--- src/design/pnc_pkg.sv ---
// Shared constants, types and codes of the palette nearest-colour match unit.
package pnc_pkg;

    localparam int unsigned PALETTE_ENTRIES = 256;
    localparam int unsigned ADDR_W          = $clog2(PALETTE_ENTRIES);
    localparam int unsigned RGB_W           = 24;
    localparam int unsigned DIST_W          = 10;

    localparam logic [1:0] KIND_WRITE  = 2'd0;
    localparam logic [1:0] KIND_MATCH  = 2'd1;
    localparam logic [1:0] KIND_LOOKUP = 2'd2;

    typedef struct packed {
        logic [7:0] red;
        logic [7:0] green;
        logic [7:0] blue;
    } t_rgb;

endpackage

--- src/design/pnc_l1dist.sv ---
// Sum of absolute channel differences between two RGB888 colours.
module pnc_l1dist (
    input  pnc_pkg::t_rgb               i_a,
    input  pnc_pkg::t_rgb               i_b,
    output logic [pnc_pkg::DIST_W-1:0] o_dist
);

    logic [7:0] d_red;
    logic [7:0] d_green;
    logic [7:0] d_blue;

    assign d_red   = (i_a.red   > i_b.red)   ? i_a.red   - i_b.red   : i_b.red   - i_a.red;
    assign d_green = (i_a.green > i_b.green) ? i_a.green - i_b.green : i_b.green - i_a.green;
    assign d_blue  = (i_a.blue  > i_b.blue)  ? i_a.blue  - i_b.blue  : i_b.blue  - i_a.blue;

    assign o_dist = pnc_pkg::DIST_W'(d_red) + pnc_pkg::DIST_W'(d_green)
                  + pnc_pkg::DIST_W'(d_blue);

endmodule

--- config.mk ---
export PLATFORM = sky130hd
export DESIGN_NAME = pnc_l1dist
export DESIGN_NICKNAME = d
export VERILOG_FILES = /design/src/design/pnc_pkg.sv /design/src/design/pnc_l1dist.sv
export SDC_FILE = /design/constraint.sdc
export NUM_CORES = 1
export LEC_CHECK = 0
export BUFFER_PORTS_ARGS = -buffer_cell sky130_fd_sc_hd__buf_2
export CORE_MARGIN = 4
export CORE_UTILIZATION = 55
export DETAILED_ROUTE_END_ITERATION = 6
export PLACE_DENSITY_LB_ADDON = 0.15
export SYNTH_ARGS = -nofsm -noshare
export SYNTH_HDL_FRONTEND = slang
export SYNTH_SLANG_ARGS = --single-unit
--- constraint.sdc ---
create_clock -name vclk -period 4.8
set_input_delay 0.48 -clock vclk [all_inputs]
set_output_delay 0.48 -clock vclk [all_outputs]
set_load 0.1 [all_outputs]
==> results of run 1 <==
==> cell usage in the layout (no fill, tap or decap), types with 3 or more instances in the layout <==
cell type,instances
a211oi_1,6
a21o_1,13
a21oi_1,23
a31oi_1,6
buf_12,6
buf_2,50
buf_4,31
fa_1,11
fa_2,4
ha_1,48
inv_1,66
inv_2,3
mux2_2,4
mux2i_1,14
nand2_1,18
nand3_1,7
nand3b_1,5
nand4_1,5
nor2_1,5
nor2_2,3
o21ai_0,7
xnor2_1,9
xor2_1,6
==> through the flow <==
step	util	hold slack, ns	setup TNS [ns]	setup slack [ns]
6_report	0.756	1.89	-0.125	-0.0790
5_1_grt	0.756	1.93	-0.521	-0.184
4_1_cts	0.719	1.93	0	0.0227
3_5_place_dp	0.716	1.93	-0.140	-0.111
3_3_place_gp	0.716	1.92	0	0.0190
2_1_floorplan	-	1.76	-0.813	-0.409
==> tightest hold or removal path: cells and delay by family <==
kind                     cells  cell delay, ns
adder cells (fa/ha/maj)      2            0.35
buffers and inverters        4            0.59
==> logic make-up after synthesis <==
group	Yosys count	synth area share
buffers and inverters	82	0.134
AND/OR/NAND/NOR	57	0.114
XOR/XNOR	19	0.0656
adder cells (fa/ha/maj)	67	0.375
multiplexers	21	0.0849
AO/OA/AOI/OAI	81	0.227
==> layout make-up <==
class | count | area (sq um) | share of cell area
inverter | 70 | 265 | 0.0795
multi-input combinational | 245 | 2360 | 0.707
tap | 52 | 65.1 | 0.0195
timing repair buffer | 91 | 648 | 0.194
==> worst max-delay path by stage <==
stage	start	end	slack, ns	cells after the start
4_1_cts	i_a[16]	o_dist[8]	0.02	20
5_1_grt	i_a[8]	o_dist[7]	-0.18	21
3_5_place_dp	i_a[8]	o_dist[7]	-0.11	21
2_1_floorplan	i_a[8]	o_dist[3]	-0.41	12
6_report	i_a[8]	o_dist[7]	-0.08	21
3_3_place_gp	i_a[8]	o_dist[7]	0.02	20
==> layer usage <==
layer,vias to the layer above,global-route usage
met5,-,0
met4,0,0.0330
met3,10,0.00132
met2,64,0.405
met1,1172,0.263
li1,1268,-
==> repair_timing <==
item,CTS,global route
endpoints found under the setup margin,3,5
pin swaps,4,24
setup buffers,1,4
resized for setup,3,34
==> impl_metrics.toml, run 1 <==
[die]
num_rows = 24
die_area_sq_um = 5760
pin_count = 58
initial_core_util = 0.574
core_sq_um = 4410
fp.dieW_um = 75.9
die_y_um = 75.9

[worst_setup_path]
worstSetupEndpointType = "output pin"
cp.buffers_inverters = 7
crit_family = "adder cells"
crit_chain = "buf_8 > inv_4 > ha_4 > inv_2 > fa_2 > a211oi_2 > nor3_2 > o21ai_2 > buf_6 > mux2i_1 > xor2_1 > fa_1 > fa_2 > nor2b_1 > o21ai_1 > a21boi_1 > buf_4 > o31a_1 > buf_4 > a21oi_4 > buf_12"
critical_path.max_stage_delay_ns = 0.57
crit_slowest_cell = "fa_1"
worstPathArrival_ns = 4.40
worst-path-max-fanout = 3
worstPathRequired_ns = 4.32
setup.worst_path.start_class = "primary input"
worstSetupPathType = "in2out"

[timing]
finalHoldViolations = 0
maxSlewHeadroom = 0.670
setup_viol = 3
grt_setup_unrepaired = "yes"
max_freq_mhz = 205
drv_slew = 0
fin_crit_ns = 4.88
layout_setup_ws_ns = -0.0790
timing.final.crit_share = 1.02
worst-slew-pin-transition_ns = 0.489

[min_path]
holdPathStages = 6
holdPathEnd = "o_dist[0]"
holdCritPathClass = "in2out"
min_from = "i_a[8]"

[final_layout]
nNetsFinal = 523
layoutNonFillerInstCount = 458
nFlopsAndLatches = 0
fin_area_sq_um = 3340
clkbuf_count = 0
fillers = 336
diodes = 0
syn2layout_area_growth_pct = 31.6
seq_area_sq_um = 0
drive_gt1_frac = 0.335

[detailed_routing]
via_per_inst = 5.49
ant_nets = 0
drt-initial-drc-count = 104
post-route-drc-count = 0
wl_met3_um = 239
met1Wirelength_um = 2670
route.met2.wl_um = 3220
vias = 2514
totalWireLength_um = 6200
wl_per_cell_um = 13.5
routed.top_layer = "met4"
first_pass_iters = 4

[synth]
syn_nets = 442
ys_warn_count = 0
synthMostInstantiatedCell = "inv_1"
synthDistinctLibCells = 44
yosysTopAreaCell = "ha_1"
synthTopCellsByArea = "ha_1 26%, fa_1 12%, inv_1 10%"
seq_area_frac_synth = 0
syn_area_sq_um = 2530
synthCells = 327
synth_area_per_cell_sq_um = 7.75
synthDominantCellAreaShare = 0.257
synthTopCellsByCount = "70 x inv_1, 52 x ha_1, 25 x a21oi_1"

[grt]
grt_pass1_vias = 2423
grt_pass1_wl_um = 9840
grt_overflow = 0
grt_usage = 0.210
grt_max_degree = 9
antenna_found_initial = 0

[job]
drv_cap = 0

[cts]
ctsHoldBuffers = 0

[placement]
dpl.hpwl_um = 5240
dp.cells = 453
placed_area_sq_um = 3160
place.gp.congestion = 0.973
io_buffers = 58

[run_status]
status = "finished with violations"
violations = "setup timing"
Power of run 1 is left out: the tool's default activity adds up to more than one toggle a clock period on the data nets, which glitch-free logic cannot reach.
==> inputs of run 2 (changes only) <==
--- a/config.mk
+++ b/config.mk
@@ -9,7 +9,9 @@
 export CORE_MARGIN = 4
 export CORE_UTILIZATION = 55
 export DETAILED_ROUTE_END_ITERATION = 6
+export GPL_TIMING_DRIVEN = 0
 export PLACE_DENSITY_LB_ADDON = 0.15
+export SLEW_MARGIN = 15
 export SYNTH_ARGS = -nofsm -noshare
 export SYNTH_HDL_FRONTEND = slang
 export SYNTH_SLANG_ARGS = --single-unit
==> impl_metrics.toml, run 2 (synthesis results as in run 1) <==
[grt]
grt_max_degree = 11
grt_overflow = 0
grt_pass1_vias = 2315
grt_pass1_wl_um = 9510
grt_usage = 0.205
antenna_found_initial = 0

[worst_setup_path]
worstPathArrival_ns = 4.26
worstPathRequired_ns = 4.32
setup.worst_path.start_class = "primary input"
worstSetupEndpointType = "output pin"
worstSetupPathType = "in2out"
worst-path-max-fanout = 3

[die]
core_sq_um = 4410
num_rows = 24
die_area_sq_um = 5760
pin_count = 58
initial_core_util = 0.574
die_y_um = 75.9
fp.dieW_um = 75.9

[detailed_routing]
totalWireLength_um = 6170
wl_per_cell_um = 13.7
ant_nets = 0
vias = 2491
post-route-drc-count = 0
via_per_inst = 5.54
drt-initial-drc-count = 100
first_pass_iters = 4

[final_layout]
nFlopsAndLatches = 0
drive_gt1_frac = 0.334
multi_input_area_sq_um = 2420
nNetsFinal = 515
diodes = 0
fillers = 343
syn2layout_area_growth_pct = 30.5
clkbuf_count = 0
layout_common_cells = "65 x inv_1, 55 x buf_2, 46 x ha_1"
layout_commonest_cell = "inv_1"
seq_area_sq_um = 0

[run_status]
status = "finished clean"

[timing]
tns_ns = 0
fin_crit_ns = 4.74
drv_slew = 0
worst-slew-pin-transition_ns = 0.491
max_freq_mhz = 211
maxSlewHeadroom = 0.675
setup_viol = 0
finalHoldViolations = 0
grt_setup_unrepaired = "yes"
holdWs_ns = 1.89
timing.final.crit_share = 0.987

[job]
drv_cap = 0

[placement]
io_buffers = 58
place.gp.congestion = 0.839
dpl.hpwl_um = 4850

[min_path]
holdCritPathClass = "in2out"

[cts]
ctsHoldBuffers = 0
==> run 2: changes by cell type in the layout (fill, tap and decap cells not counted), sizes merged <==
cell | previous run | this run
buf | 90 | 83
clkbuf | 1 | 0
==> run 2: final cells by class <==
type                       instances  area share
buffer                             8      0.0204
inverter                          70      0.0802
multi-input combinational        245       0.732
tap                               52      0.0197
timing repair buffer              75       0.148
==> run 2: path summary, 6_finish.rpt <==
path	startpoint	endpoint	depth (start not counted)
setup / recovery	i_a[0]	o_dist[9]	19
hold / removal	i_a[8]	o_dist[0]	6
==> run 2: what timing repair did <==
action                     CTS  global route
gates resized for setup     21            45
setup endpoints to repair    6             6
setup buffers               10             7
pin swaps                   10            27
==> run 2: worst max-delay path, cell delays in order <==
cell	delay, ns
buf_2	0.11
inv_2	0.06
ha_4	0.13
inv_2	0.04
fa_2	0.41
nand3_4	0.10
a21oi_4	0.07
o41ai_4	0.23
buf_4	0.20
mux2i_1	0.22
xor2_1	0.28
fa_1	0.50
fa_2	0.44
nor2b_4	0.12
o21ai_2	0.07
a21boi_2	0.22
o31a_1	0.23
o21ba_4	0.17
buf_12	0.16
==> run 2: metrics by stage <==
step / util / cell area [sq um] / setup slack, ns / instances
floorplan: - / 2580 / -0.409 / 327
global placement: 0.665 / 2940 / -0.579 / 437
detailed placement: 0.665 / 2940 / -0.691 / 437
CTS: 0.696 / 3070 / 0.00140 / 443
global route: 0.749 / 3310 / -0.0831 / 450
finish: 0.749 / 3310 / 0.0610 / 450
==> run 2: per-layer routing <==
layer / wire length, um / vias up / track usage / share of wire
met5: 0 / - / 0 / 0
met4: 124 / 0 / 0.0388 / 0.020
met3: 251 / 14 / 0.00396 / 0.041
met2: 3210 / 72 / 0.382 / 0.52
met1: 2590 / 1154 / 0.264 / 0.42
li1: - / 1251 / - / -
Power of run 2 is left out for the same reason.
==> inputs of run 3 (changes only) <==
--- a/config.mk
+++ b/config.mk
@@ -6,7 +6,6 @@
 export NUM_CORES = 1
 export LEC_CHECK = 0
 export BUFFER_PORTS_ARGS = -buffer_cell sky130_fd_sc_hd__buf_2
-export CORE_MARGIN = 4
 export CORE_UTILIZATION = 55
 export DETAILED_ROUTE_END_ITERATION = 6
 export GPL_TIMING_DRIVEN = 0
==> impl_metrics.toml, run 3 (synthesis results as in run 1) <==
[run_status]
status = "finished with violations"
violations = "setup timing"

[timing]
worst-slew-pin-transition_ns = 0.501
setup_viol = 1
layout_setup_ws_ns = -0.0127
grt_setup_unrepaired = "yes"
finalHoldViolations = 0
timing.final.crit_share = 1.00
maxSlewHeadroom = 0.668
fin_crit_ns = 4.81
tns_ns = -0.0127
max_freq_mhz = 208
drv_slew = 0

[grt]
grt_max_degree = 11
antenna_found_initial = 0
grt_pass1_wl_um = 9400
grt_usage = 0.227
grt_pass1_vias = 2312
grt_overflow = 0

[placement]
placed_area_sq_um = 2940
dp.cells = 437
io_buffers = 58
dpl.hpwl_um = 4630
place.gp.congestion = 0.846

[final_layout]
drive_gt1_frac = 0.362
layout_commonest_cell = "inv_1"
syn2layout_area_growth_pct = 32.5
fin_area_sq_um = 3360
layoutNonFillerInstCount = 453
diodes = 0
nNetsFinal = 518
clkbuf_count = 0
seq_area_sq_um = 0
nFlopsAndLatches = 0
final_core_util = 0.766
fillers = 326
layout_common_cells = "64 x inv_1, 56 x buf_2, 45 x ha_1"
multi_input_area_sq_um = 2460

[die]
die_area_sq_um = 4880
fp.dieW_um = 69.9
initial_core_util = 0.578
die_y_um = 69.9
pin_count = 58
num_rows = 24
core_sq_um = 4380

[worst_setup_path]
worst-path-max-fanout = 3
crit_path_start = "i_a[0]"
setup.worst_path.start_class = "primary input"
worstPathArrival_ns = 4.33
worstSetupEndpointType = "output pin"
worstSetupPathType = "in2out"
worstPathRequired_ns = 4.32

[detailed_routing]
wl_per_cell_um = 14.3
route.met2.wl_um = 3440
first_pass_iters = 4
totalWireLength_um = 6460
met1Wirelength_um = 2740
routed.top_layer = "met4"
drt-initial-drc-count = 185
ant_nets = 0
via_per_inst = 5.56
wl_met3_um = 186
post-route-drc-count = 0
vias = 2519

[job]
drv_cap = 0

[cts]
ctsHoldBuffers = 0

[min_path]
min_from = "i_a[8]"
holdCritPathClass = "in2out"
run 3: repair_timing:
| item | 4_1_cts | 5_1_grt |
|---|---|---|
| hold endpoints to repair | 0 | 0 |
| pin swaps | 7 | 31 |
| gates resized for setup | 19 | 51 |
| setup endpoints to repair | 6 | 6 |
| setup buffers | 8 | 12 |
run 3: path summary, 6_finish.rpt:
| kind | end | slack [ns] | cells after the start |
|---|---|---|---|
| min | o_dist[0] | 1.93 | 6 |
| max | o_dist[9] | -0.01 | 21 |
run 3: area by class of cell:
cell class | instances | area share
multi-input combinational | 245 | 0.731
timing repair buffer | 78 | 0.150
inverter | 70 | 0.0790
buffer | 8 | 0.0201
tap | 52 | 0.0194
run 3: stage by stage:
stage	hold WS (ns)	setup slack, ns
floorplan	1.76	-0.409
global placement	1.92	-0.603
detailed placement	1.93	-0.637
CTS	1.93	-0.0229
global route	1.98	-0.167
finish	1.93	-0.0127
run 3: critical path, stage by stage:
cell      delay, ns
buf_2          0.11
inv_1          0.05
ha_2           0.19
inv_2          0.04
fa_2           0.41
nand3_4        0.10
a21oi_4        0.07
o41ai_4        0.23
buf_4          0.20
mux2i_4        0.26
fa_1           0.44
inv_1          0.07
ha_2           0.19
inv_2          0.05
fa_2           0.40
nor2b_2        0.14
o21ai_2        0.07
a21boi_2       0.20
o31a_1         0.25
o21ba_4        0.19
buf_12         0.17
run 3: metal layers:
| metal | global-route usage | vias to the layer above |
|---|---|---|
| met4 | 0.0356 | 0 |
| met2 | 0.421 | 79 |
| li1 | - | 1263 |
| met5 | 0 | - |
| met3 | 0.00144 | 10 |
| met1 | 0.301 | 1167 |
Power of run 3 is left out for the same reason.
